### src/rtl/core/soac_pkg.sv
// Package for the sensor offset auto-calibration core.
// Holds the status and opcode types, register indexes, constants and the structs
// shared by the core and its step logic. No dependencies.
package soac_pkg;

   localparam int AXIS_COUNT = 6;
   localparam int AXIS_AZ = 2;

   typedef enum logic [1:0] {
      ST_IDLE = 2'd0,
      ST_RUN  = 2'd1,
      ST_DONE = 2'd2,
      ST_FAIL = 2'd3
   } cal_status_type;

   typedef enum logic {
      OP_START  = 1'b0,
      OP_SAMPLE = 1'b1
   } op_type;

   // Register indexes, taken from paddr[3:2].
   localparam logic [1:0] REG_RANGE  = 2'd0;
   localparam logic [1:0] REG_LIMIT  = 2'd1;
   localparam logic [1:0] REG_TARGET = 2'd2;

   localparam logic [14:0] ONE_G_BASE   = 15'd16384;
   localparam logic [16:0] TRUNC_BIAS   = 17'd63;
   localparam logic [14:0] ERR_MAX      = 15'd32767;
   localparam logic [15:0] LIMIT_RESET  = 16'd100;
   localparam logic [14:0] TARGET_RESET = 15'd8;

   typedef logic [15:0] word16_type;

   typedef struct packed {
      logic [1:0]  range_shift;
      logic [15:0] limit;
      logic [14:0] target;
   } cal_cfg_type;

   // Axis order: accel X, Y, Z, gyro X, Y, Z.
   typedef struct packed {
      op_type                      op;
      word16_type [AXIS_COUNT-1:0] axis;
   } cal_item_type;

   typedef struct packed {
      word16_type [AXIS_COUNT-1:0] offset;
      logic [15:0]                 count;
      cal_status_type              status;
      logic [14:0]                 last_error;
   } cal_state_type;

endpackage

### src/rtl/core/soac_req_if.sv
// Request channel of the offset auto-calibration core: valid/ready plus one
// command word (opcode and six raw sensor readings). No dependencies.
interface soac_req_if;
   logic               valid;
   logic               ready;
   logic               op;
   logic signed [15:0] accel_x;
   logic signed [15:0] accel_y;
   logic signed [15:0] accel_z;
   logic signed [15:0] gyro_x;
   logic signed [15:0] gyro_y;
   logic signed [15:0] gyro_z;

   modport source(output valid, op, accel_x, accel_y, accel_z, gyro_x, gyro_y, gyro_z,
                  input ready);
   modport sink(input valid, op, accel_x, accel_y, accel_z, gyro_x, gyro_y, gyro_z,
                output ready);
endinterface

### src/rtl/core/soac_rsp_if.sv
// Response channel of the offset auto-calibration core: valid/ready plus one
// result word (six offsets, error, sample count, status). No dependencies.
interface soac_rsp_if;
   logic               valid;
   logic               ready;
   logic signed [15:0] offset_ax;
   logic signed [15:0] offset_ay;
   logic signed [15:0] offset_az;
   logic signed [15:0] offset_gx;
   logic signed [15:0] offset_gy;
   logic signed [15:0] offset_gz;
   logic [14:0]        peak_error;
   logic [15:0]        iterations_done;
   logic [1:0]         cal_status;

   modport source(output valid, offset_ax, offset_ay, offset_az, offset_gx, offset_gy,
                  offset_gz, peak_error, iterations_done, cal_status, input ready);
   modport sink(input valid, offset_ax, offset_ay, offset_az, offset_gx, offset_gy,
                offset_gz, peak_error, iterations_done, cal_status, output ready);
endinterface

### src/rtl/core/soac_step.sv
// Next-state logic of the offset auto-calibration core for one command word.
// Depends on soac_pkg.
module soac_step (
   input  soac_pkg::cal_cfg_type   cfg,
   input  soac_pkg::cal_state_type state,
   input  soac_pkg::cal_item_type  item,
   output soac_pkg::cal_state_type state_next
);
   import soac_pkg::*;

   logic signed [16:0] axis_val [AXIS_COUNT];
   logic signed [16:0] quot     [AXIS_COUNT];
   logic        [16:0] mag      [AXIS_COUNT];
   logic        [16:0] one_g;
   logic        [16:0] worst;
   logic        [14:0] err_sat;
   logic        [15:0] count_next;
   word16_type  [AXIS_COUNT-1:0] offset_upd;

   assign one_g = {2'b00, ONE_G_BASE >> cfg.range_shift};

   always_comb begin
      for (int i = 0; i < AXIS_COUNT; i++) begin
         axis_val[i] = $signed({item.axis[i][15], item.axis[i]});
      end
      axis_val[AXIS_AZ] = $signed({item.axis[AXIS_AZ][15], item.axis[AXIS_AZ]})
                          - $signed(one_g);

      worst = '0;
      for (int i = 0; i < AXIS_COUNT; i++) begin
         // Division by 64 truncating toward zero: bias negative values first.
         quot[i] = axis_val[i][16] ? ((axis_val[i] + $signed(TRUNC_BIAS)) >>> 6)
                                   : (axis_val[i] >>> 6);
         offset_upd[i] = item.axis[i] - item.axis[i] + state.offset[i] - quot[i][15:0];
         mag[i] = axis_val[i][16] ? 17'(-axis_val[i]) : 17'(axis_val[i]);
         if (mag[i] > worst) begin
            worst = mag[i];
         end
      end
      err_sat = (worst > {2'b00, ERR_MAX}) ? ERR_MAX : worst[14:0];
   end

   assign count_next = state.count + 16'd1;

   always_comb begin
      state_next = state;
      if (item.op == OP_START) begin
         state_next.offset     = '0;
         state_next.count      = '0;
         state_next.last_error = '0;
         state_next.status     = (cfg.limit == '0) ? ST_FAIL : ST_RUN;
      end else if (state.status == ST_RUN) begin
         state_next.offset     = offset_upd;
         state_next.count      = count_next;
         state_next.last_error = err_sat;
         if (err_sat < cfg.target) begin
            state_next.status = ST_DONE;
         end else if (count_next >= cfg.limit) begin
            state_next.status = ST_FAIL;
         end
      end
   end

endmodule

### src/rtl/core/sensor_offset_autocalibration_core.sv
// Top level of the six-axis offset auto-calibration core: APB register bank,
// input register, calibration state / result register. Depends on soac_pkg,
// soac_req_if, soac_rsp_if and soac_step.
//
//   channel   direction  handshake            word
//   req_chan  in         valid/ready          op + six raw readings
//   rsp_chan  out        valid/ready          six offsets, error, count, status
//   csr       in         psel/penable/pwrite  range shift, limit, target
//
// A word passes the input register, then the state register; one word per cycle
// is sustained while the response is taken, the step logic being combinational.
// The calibration state is also the response register, so it advances only
// when the response slot is free; a stalled response is held while one more
// request word waits in the input register. Reset is synchronous and clears
// the valid flags and the calibration state and loads the register reset values.
module sensor_offset_autocalibration_core (
   input  logic        clock,
   input  logic        reset,
   soac_req_if.sink    req_chan,
   soac_rsp_if.source  rsp_chan,
   input  logic        psel,
   input  logic        penable,
   input  logic        pwrite,
   input  logic [3:0]  paddr,
   input  logic [31:0] pwdata,
   output logic [31:0] prdata,
   output logic        pready
);
   import soac_pkg::*;

   cal_cfg_type   cfg_ff;
   cal_item_type  req_item_ff;
   logic          req_valid_ff;
   cal_state_type state_ff;
   cal_state_type state_in;
   logic          rsp_valid_ff;
   logic          advance;
   logic          cfg_write;
   cal_item_type  req_item;

   // Register bank.
   assign pready    = 1'b1;
   assign cfg_write = psel && penable && pwrite;

   always_ff @(posedge clock) begin
      if (reset) begin
         cfg_ff.range_shift <= '0;
         cfg_ff.limit       <= LIMIT_RESET;
         cfg_ff.target      <= TARGET_RESET;
      end else if (cfg_write) begin
         case (paddr[3:2])
            REG_RANGE:  cfg_ff.range_shift <= pwdata[1:0];
            REG_LIMIT:  cfg_ff.limit       <= pwdata[15:0];
            REG_TARGET: cfg_ff.target      <= pwdata[14:0];
            default:    ;
         endcase
      end
   end

   always_comb begin
      case (paddr[3:2])
         REG_RANGE:  prdata = {30'd0, cfg_ff.range_shift};
         REG_LIMIT:  prdata = {16'd0, cfg_ff.limit};
         REG_TARGET: prdata = {17'd0, cfg_ff.target};
         default:    prdata = '0;
      endcase
   end

   // Input register.
   assign advance        = req_valid_ff && (!rsp_valid_ff || rsp_chan.ready);
   assign req_chan.ready = !req_valid_ff || advance;

   assign req_item.op      = op_type'(req_chan.op);
   assign req_item.axis[0] = req_chan.accel_x;
   assign req_item.axis[1] = req_chan.accel_y;
   assign req_item.axis[2] = req_chan.accel_z;
   assign req_item.axis[3] = req_chan.gyro_x;
   assign req_item.axis[4] = req_chan.gyro_y;
   assign req_item.axis[5] = req_chan.gyro_z;

   always_ff @(posedge clock) begin
      if (reset) begin
         req_valid_ff <= 1'b0;
      end else if (req_chan.ready) begin
         req_valid_ff <= req_chan.valid;
      end
   end

   always_ff @(posedge clock) begin
      if (req_chan.valid && req_chan.ready) begin
         req_item_ff <= req_item;
      end
   end

   soac_step u_step (
      .cfg        (cfg_ff),
      .state      (state_ff),
      .item       (req_item_ff),
      .state_next (state_in)
   );

   // Calibration state doubles as the response word.
   always_ff @(posedge clock) begin
      if (reset) begin
         state_ff     <= '0;
         rsp_valid_ff <= 1'b0;
      end else begin
         if (advance) begin
            state_ff <= state_in;
         end
         if (advance) begin
            rsp_valid_ff <= 1'b1;
         end else if (rsp_chan.ready) begin
            rsp_valid_ff <= 1'b0;
         end
      end
   end

   assign rsp_chan.valid           = rsp_valid_ff;
   assign rsp_chan.offset_ax       = state_ff.offset[0];
   assign rsp_chan.offset_ay       = state_ff.offset[1];
   assign rsp_chan.offset_az       = state_ff.offset[2];
   assign rsp_chan.offset_gx       = state_ff.offset[3];
   assign rsp_chan.offset_gy       = state_ff.offset[4];
   assign rsp_chan.offset_gz       = state_ff.offset[5];
   assign rsp_chan.peak_error      = state_ff.last_error;
   assign rsp_chan.iterations_done = state_ff.count;
   assign rsp_chan.cal_status      = state_ff.status;

   // A start word always leaves a cleared count and error.
   a_start_clears: assert property (@(posedge clock) disable iff (reset)
      advance && req_item_ff.op == OP_START |=> state_ff.count == '0 && state_ff.last_error == '0)
      else $error("start did not clear count and error");

   // State moves only when a word passes into the response register.
   a_state_hold: assert property (@(posedge clock) disable iff (reset)
      !advance |=> $stable(state_ff))
      else $error("calibration state changed without a word");

   // The sample count either steps by one or restarts at zero.
   a_count_step: assert property (@(posedge clock) disable iff (reset)
      !$stable(state_ff.count) |->
         state_ff.count == $past(state_ff.count) + 16'd1 || state_ff.count == '0)
      else $error("sample count jumped");

   // Before any start the calibrator has processed no samples.
   a_idle_count: assert property (@(posedge clock) disable iff (reset)
      state_ff.status == ST_IDLE |-> state_ff.count == '0 && state_ff.offset == '0)
      else $error("idle state with nonzero count or offsets");

endmodule

### src/flat_wrapper.sv
// flat-port wrapper written by rule: the top's interface ports become plain ports
module sensor_offset_autocalibration_core_flat import soac_pkg::*;
  (clock, reset, psel, penable, pwrite, paddr, pwdata, prdata, pready, req_chan_valid, req_chan_op, req_chan_accel_x, req_chan_accel_y, req_chan_accel_z, req_chan_gyro_x, req_chan_gyro_y, req_chan_gyro_z, req_chan_ready, rsp_chan_valid, rsp_chan_offset_ax, rsp_chan_offset_ay, rsp_chan_offset_az, rsp_chan_offset_gx, rsp_chan_offset_gy, rsp_chan_offset_gz, rsp_chan_peak_error, rsp_chan_iterations_done, rsp_chan_cal_status, rsp_chan_ready);
  soac_req_if req_chan_i ();
  soac_rsp_if rsp_chan_i ();
  input  logic clock;
  input  logic reset;
  input  logic psel;
  input  logic penable;
  input  logic pwrite;
  input  logic [3:0] paddr;
  input  logic [31:0] pwdata;
  output logic [31:0] prdata;
  output logic pready;
  input wire logic [$bits(req_chan_i.valid)-1:0] req_chan_valid;
  input wire logic [$bits(req_chan_i.op)-1:0] req_chan_op;
  input wire logic [$bits(req_chan_i.accel_x)-1:0] req_chan_accel_x;
  input wire logic [$bits(req_chan_i.accel_y)-1:0] req_chan_accel_y;
  input wire logic [$bits(req_chan_i.accel_z)-1:0] req_chan_accel_z;
  input wire logic [$bits(req_chan_i.gyro_x)-1:0] req_chan_gyro_x;
  input wire logic [$bits(req_chan_i.gyro_y)-1:0] req_chan_gyro_y;
  input wire logic [$bits(req_chan_i.gyro_z)-1:0] req_chan_gyro_z;
  output wire logic [$bits(req_chan_i.ready)-1:0] req_chan_ready;
  output wire logic [$bits(rsp_chan_i.valid)-1:0] rsp_chan_valid;
  output wire logic [$bits(rsp_chan_i.offset_ax)-1:0] rsp_chan_offset_ax;
  output wire logic [$bits(rsp_chan_i.offset_ay)-1:0] rsp_chan_offset_ay;
  output wire logic [$bits(rsp_chan_i.offset_az)-1:0] rsp_chan_offset_az;
  output wire logic [$bits(rsp_chan_i.offset_gx)-1:0] rsp_chan_offset_gx;
  output wire logic [$bits(rsp_chan_i.offset_gy)-1:0] rsp_chan_offset_gy;
  output wire logic [$bits(rsp_chan_i.offset_gz)-1:0] rsp_chan_offset_gz;
  output wire logic [$bits(rsp_chan_i.peak_error)-1:0] rsp_chan_peak_error;
  output wire logic [$bits(rsp_chan_i.iterations_done)-1:0] rsp_chan_iterations_done;
  output wire logic [$bits(rsp_chan_i.cal_status)-1:0] rsp_chan_cal_status;
  input wire logic [$bits(rsp_chan_i.ready)-1:0] rsp_chan_ready;
  assign req_chan_i.valid = req_chan_valid;
  assign req_chan_i.op = req_chan_op;
  assign req_chan_i.accel_x = req_chan_accel_x;
  assign req_chan_i.accel_y = req_chan_accel_y;
  assign req_chan_i.accel_z = req_chan_accel_z;
  assign req_chan_i.gyro_x = req_chan_gyro_x;
  assign req_chan_i.gyro_y = req_chan_gyro_y;
  assign req_chan_i.gyro_z = req_chan_gyro_z;
  assign req_chan_ready = req_chan_i.ready;
  assign rsp_chan_valid = rsp_chan_i.valid;
  assign rsp_chan_offset_ax = rsp_chan_i.offset_ax;
  assign rsp_chan_offset_ay = rsp_chan_i.offset_ay;
  assign rsp_chan_offset_az = rsp_chan_i.offset_az;
  assign rsp_chan_offset_gx = rsp_chan_i.offset_gx;
  assign rsp_chan_offset_gy = rsp_chan_i.offset_gy;
  assign rsp_chan_offset_gz = rsp_chan_i.offset_gz;
  assign rsp_chan_peak_error = rsp_chan_i.peak_error;
  assign rsp_chan_iterations_done = rsp_chan_i.iterations_done;
  assign rsp_chan_cal_status = rsp_chan_i.cal_status;
  assign rsp_chan_i.ready = rsp_chan_ready;
  sensor_offset_autocalibration_core u_core (.clock(clock), .reset(reset), .req_chan(req_chan_i), .rsp_chan(rsp_chan_i), .psel(psel), .penable(penable), .pwrite(pwrite), .paddr(paddr), .pwdata(pwdata), .prdata(prdata), .pready(pready));
endmodule
### config.mk
export PLATFORM = sky130hd
export DESIGN_NAME = sensor_offset_autocalibration_core_flat
export DESIGN_NICKNAME = d
export VERILOG_FILES = /design/src/rtl/core/soac_pkg.sv /design/src/rtl/core/soac_req_if.sv /design/src/rtl/core/soac_rsp_if.sv /design/src/rtl/core/soac_step.sv /design/src/rtl/core/sensor_offset_autocalibration_core.sv /design/src/flat_wrapper.sv
export SDC_FILE = /design/constraint.sdc
export NUM_CORES = 1
export LEC_CHECK = 0
export BUFFER_PORTS_ARGS = -buffer_cell sky130_fd_sc_hd__buf_4
export CORE_MARGIN = 4
export CORE_UTILIZATION = 40
export DETAILED_ROUTE_END_ITERATION = 6
export SETUP_SLACK_MARGIN = 0.2
export SYNTH_ARGS = -nofsm -noshare
export SYNTH_HDL_FRONTEND = slang
export SYNTH_SLANG_ARGS = --single-unit
### constraint.sdc
create_clock -name clock -period 35.5 [get_ports clock]
set_input_delay 1.775 -clock clock [delete_from_list [all_inputs] [get_ports clock]]
set_output_delay 1.775 -clock clock [all_outputs]
set_load 0.02 [all_outputs]
==> results of run 1 <==
==> cells by family (layout without fill, tap and decap cells) <==
kind of cell             count (synthesis)  after routing  share of synthesized area (%)
AO/OA/AOI/OAI                          553            553                           14.6
XOR/XNOR                               322            322                           11.1
adder cells (fa/ha/maj)                487            487                           26.7
buffers and inverters                  364            589                           5.67
flip-flops                             261            261                           24.3
multiplexers                            37             37                           1.58
other                                    2             27                         0.0295
AND/OR/NAND/NOR                        836            836                           16.0
==> metal layers <==
metal / up-vias / GRT usage (%) / wire length (µm)
met4: 0 / 7.01 / 2420
met1: 10200 / 25.6 / 30700
met2: 492 / 38.7 / 37000
li1: 10400 / - / -
met5: - / 0 / 0
met3: 122 / 3.29 / 3560
==> layout by cell type (no fill, tap or decap), types with 27 or more instances in the layout <==
cell type,synthesis,final
a22o_1,30,30
conb_1,2,27
xor2_1,122,122
a21o_1,35,35
or2_2,103,103
inv_1,231,231
buf_4,17,289
fa_1,96,96
edfxtp_1,97,97
a21oi_1,161,160
nor3_1,39,39
clkbuf_16,0,39
dfxtp_1,164,164
a22oi_1,44,44
nand4_1,45,45
xnor2_1,200,200
nand3_1,84,83
o21ai_0,91,90
ha_1,390,390
nor2_1,190,187
nand2_1,246,246
==> stage by stage <==
step           worst slack, ns  power [µW]  cells  hold slack, ns
2_1_floorplan            22.53         862   2887           0.449
3_3_place_gp             21.02        1010   3891           0.461
3_5_place_dp             20.77        1030   3891           0.470
4_1_cts                  20.71        1430   3958           0.473
5_1_grt                  19.57        1520   3958           0.494
6_report                 20.60        1410   3958           0.473
==> state kept, by name (all words and copies together) (netlist names), 15 cells and up <==
register / cells
u_core.req_item_ff: 97
u_core.rsp_chan.offset_gy: 16
u_core.rsp_chan.iterations_done: 16
u_core.rsp_chan.offset_gx: 16
u_core.rsp_chan.offset_ax: 16
u_core.rsp_chan.offset_az: 16
u_core.rsp_chan.offset_gz: 16
u_core.rsp_chan.peak_error: 15
u_core.rsp_chan.offset_ay: 16
u_core.cfg_ff: 33
==> report_power, final <==
part | leakage (µW) | switching, µW | internal [µW]
registers | 0.00227 | 26.5 | 328
logic | 0.0105 | 382 | 295
clock network | 0.000599 | 147 | 236
total | 0.0133 | 555 | 858
==> layout make-up <==
class	count	share of cell area, %
clock buffer	48	3.52
clock inverter	19	0.699
inverter	233	2.96
multi-input combinational	2262	60.9
sequential	261	21.0
tap	846	3.58
timing repair buffer	289	7.34
==> worst max-delay path by stage <==
stage                                     to  slack (ns)  depth (start not counted)                  start
2_1_floorplan  u_core.rsp_chan.cal_status[1]       22.53                         59  u_core.req_item_ff[0]
3_3_place_gp   u_core.rsp_chan.cal_status[1]       21.02                         51  u_core.req_item_ff[4]
3_5_place_dp   u_core.rsp_chan.cal_status[1]       20.77                         51  u_core.req_item_ff[4]
4_1_cts        u_core.rsp_chan.cal_status[1]       20.71                         51  u_core.req_item_ff[4]
5_1_grt        u_core.rsp_chan.cal_status[1]       19.57                         51  u_core.req_item_ff[4]
6_report       u_core.rsp_chan.cal_status[1]       20.60                         51  u_core.req_item_ff[4]
==> worst max-delay path, delay by kind of cell (launching register included) <==
kind | cells | cell delay [ns]
compound gates | 23 | 5.94
xor+xnor | 1 | 0.15
buf+inv | 3 | 0.73
simple gates | 14 | 3.90
flops | 1 | 0.55
fa+ha+maj | 6 | 1.89
mux | 4 | 1.59
==> metrics.txt, run 1 <==
Worst IR Drop VDD=36.2 µV; Multi-input gate area=18000 µm²; CP Capture Type=register; CTS Buf Count=37; I/O Buffers=268; CTS Hold Bufs=0; fraction of layout cells with a size suffix above 1=16.0%; CP Launch Type=register; CP most frequent cell=ha_1; Layout Utilization=46.8%; design area=29500 µm²; CORE AREA=63100 µm²; Pwr per Cell Area=47.8 nW/µm²; GRT Residual Overflow=0; Root Buffer=clkbuf_16; status=complete, no violations; global-route wire length before repair=115 mm; HP Class=reg -> reg; Max FO, Critical Path=31; Hold Crit Start=u_core.cfg_ff[8]; Via density=5.36; max_cap viols=0; CTS H-tree lvls=2; reg2reg start=u_core.req_item_ff[4]; crit path kind=reg -> reg; final setup fails=0; CTS clk-pin slew, worst paths=0.06 ns; vias in the first global route=21.4k; post-layout min period=14.90 ns; top-count cell post-synth=ha_1; final worst-path cycle share=42.0%; leading area contributor after synthesis=ha_1; drt first-iter violations=1157; yosys warns=0; Final Hold Vio Count=0; worst r2r dst=u_core.rsp_chan.cal_status[1]; synthesized cell area=25500 µm²; post-synthesis sequential area ratio=24.3%; max incr delay on CP=0.76 ns; ys async rst share=0%; Top FF cell, synth=dfxtp_1; Total GRT Usage=21.2%; Hold Crit Depth=2; post-CTS resize count=0; Slew @ Worst Pin=1.20 ns; post-route ant nets=0; pin count of the biggest net entering global routing=70; synthesized area per cell=8.91 µm²; Via Count=21.2k; Die Ht=260 µm; post-synth top area share=19.1%; Max Transition Viols Final=0; area grow syn2layout=15.9%; Fillers=6116; Avg WL per Cell=18.6 µm; ant diodes=0; R2R cell count=51; worst-case clock buffer depth=3; Ports=304; register area=6200 µm²; r2r setup slk=20.60 ns; worst-skew pair later-pin latency=0.56 ns; TNS Setup=0 ns; DP Wirelength=58.1 mm; initial antenna violation count=0; main area contributors after synthesis=ha_1 19%, dfxtp_1 13%, edfxtp_1 11%; Post-synth EDFFs=97; post-place instance area=28300 µm²; RSZ-0062 raised after global routing=no; f_max=67.1 MHz; #FFs+latches synth=261; Max Clock Skew=0.0224 ns; starting density of the core=40.4%; Die W=260 µm; Commonest cells post-synth=390 x ha_1, 246 x nand2_1, 231 x inv_1; CP Data Required Time=35.94 ns; Sinks on Clock Net=261; post-synthesis cell count=2862; Distinct cells, synth=83; crit path DAT=15.34 ns; Pre-antenna DRT Iters=5; drt total wl=73.7 mm; GPL Wtd Cong=0.887; max_slew headroom=19.8%; post-CTS setup buffer count=0; Worst Hold Path EP=u_core.cfg_ff[8]; # DRC=0; post-layout net count=3710; leakage power=0.0133 µW; Slowest cell on crit path=or4_1; Die Area=67800 µm²; CTS tree=yes; row count=92
Power figures use the tool's default switching activity.
==> inputs of run 2 (changes only) <==
==> constraint.sdc (replaced) <==
create_clock -name clock -period 12.15 [get_ports clock]
set_input_delay 0.6075 -clock clock [delete_from_list [all_inputs] [get_ports clock]]
set_output_delay 0.6075 -clock clock [all_outputs]
set_load 0.02 [all_outputs]
==> metrics.txt, run 2 (synthesis results as in run 1) <==
Placed Cells=4041; Worst IR Drop VDD=107 µV; TNS Setup=0 ns; CTS Hold Bufs=0; Worst Hold Path EP=u_core.req_item_ff[44]; CP Capture Type=register; drt first-iter violations=1231; CTS tree=yes; Pre-antenna DRT Iters=5; pin count of the biggest net entering global routing=76; RSZ-0062 raised after global routing=yes; Post-Route Hold Slack=0.221 ns; Via density=5.27; # DRC=0; met2 wire len=38.7 mm; design area=31600 µm²; I/O Buffers=268; GPL Wtd Cong=0.893; Slowest cell on crit path=or4_4; max_slew headroom=20.0%; WL met3=3.02 mm; Die W=260 µm; post-layout min period=12.08 ns; HP Class=in -> reg; combinational share of power=53.3%; Root Buffer=clkbuf_16; Total GRT Usage=21.3%; Ports=304; Sw Share=38.6%; CTS clk-pin slew, worst paths=0.06 ns; max reg flops=97; drt total wl=75.6 mm; GRT Residual Overflow=0; post-route ant nets=0; CP Launch Type=register; Slew @ Worst Pin=1.20 ns; final worst-path cycle share=99.4%; Die Ht=260 µm; Post-Layout Cell Count=4131; post-layout net count=3886; Via Count=21.8k; vias in the first global route=21.8k; Pwr per Cell Area=140 nW/µm²; ant diodes=0; CTS Buf Count=35; most frequent cells in the layout=455 x buf_4, 371 x ha_1, 245 x nand2_1, 228 x inv_1, 196 x xnor2_1; f_max=82.8 MHz; max incr delay on CP=0.61 ns; worst r2r dst=u_core.rsp_chan.cal_status[1]; Hold Crit Depth=1; Sinks on Clock Net=261; Critical path origin=u_core.req_item_ff[9]; Final Hold Vio Count=0; crit path kind=reg -> reg; worst-skew pair later-pin latency=0.56 ns; final setup fails=0; r2r setup slk=0.07 ns; crit path DAT=12.52 ns; area grow syn2layout=24.0%; fraction of layout cells with a size suffix above 1=23.4%; Avg WL per Cell=18.3 µm; CTS H-tree lvls=2; CP Data Required Time=12.59 ns; DP Wirelength=59.2 mm; status=complete, no violations; starting density of the core=40.4%; Hold Crit Start=req_chan_accel_z[12]; max_cap viols=0; Largest regs=u_core.req_item_ff (97), u_core.cfg_ff (33); commonest non-fill, non-tap cell in the layout=buf_4; Max Transition Viols Final=0; internal power=2720 µW; P_sw=1710 µW; row count=92; uppermost layer routed=met4; CORE AREA=63100 µm²; clock network fraction of total power=23.5%; global-route wire length before repair=116 mm; Die Area=67800 µm²; reg2reg start=u_core.req_item_ff[9]; Max FO, Critical Path=8; Sequential Power Share=23.2%; Max Clock Skew=0.0158 ns; leakage power=0.0143 µW; R2R cell count=55; met1 wire length=31.4 mm; Biggest register=u_core.req_item_ff; worst-case clock buffer depth=3; initial antenna violation count=0; post-place instance area=29500 µm²
run 2: cell types whose count changed in the layout (fill, tap and decap cells not counted), sizes merged:
cell      previous run  this run
buf                289       465
bufinv               4         2
inv                233       235
clkinvlp             4         1
run 2: power by group through the flow:
stage                     Sequential [µW]  Combinational [µW]  Clock [µW]
after global placement               1050                2100           0
final                                1030                2360        1040
after floorplan                      1040                1490           0
after CTS                            1030                2200        1080
after detailed placement             1050                2160           0
after global routing                 1040                2620        1100
run 2: critical path, delay by kind of cell, from the launching register on:
family                   cells  cell delay, ns
AO/OA/AOI/OAI               22            4.68
adder cells (fa/ha/maj)      6            1.66
flip-flops                   1            0.43
multiplexers                 4            1.10
buffers and inverters        8            0.90
XOR/XNOR                     1            0.12
AND/OR/NAND/NOR             14            3.08
run 2: timing repair:
action / 4_1_cts / 5_1_grt
resized for setup: 20 / 113
pin swaps: 3 / 56
setup buffers: 3 / 23
gates cloned: 0 / 2
endpoints found under the setup margin: 2 / 2
run 2: final cells by class:
cell class,count,area (µm²)
fill,5963,31500
multi-input combinational,2262,18700
sequential,261,6200
timing repair buffer,467,3610
tap,846,1060
clock buffer,46,1000
inverter,233,877
clock inverter,16,153
run 2: how the worst max path moves through the flow:
| stage | end | slack, ns |
|---|---|---|
| final | u_core.rsp_chan.cal_status[1] | 0.07 |
| after global routing | u_core.rsp_chan.cal_status[1] | -0.36 |
| after CTS | u_core.rsp_chan.cal_status[1] | 0.19 |
| after detailed placement | u_core.rsp_chan.cal_status[1] | -0.30 |
| after global placement | u_core.rsp_chan.cal_status[0] | -0.04 |
| after floorplan | u_core.rsp_chan.cal_status[1] | 0.21 |
run 2: stage by stage:
step	total power, µW	utilization, %	worst slack [ns]
after detailed placement	3210	46.7	-0.297
after global placement	3140	46.7	-0.0367
after CTS	4310	48.7	0.193
after floorplan	2540	-	0.207
after global routing	4760	50.1	-0.359
final	4430	50.1	0.0714
run 2: metal layers:
metal | vias up | global-route usage (%)
met5 | - | 0
met4 | 0 | 7.10
met3 | 132 | 2.61
met2 | 474 | 39.1
met1 | 10500 | 25.8
li1 | 10700 | -
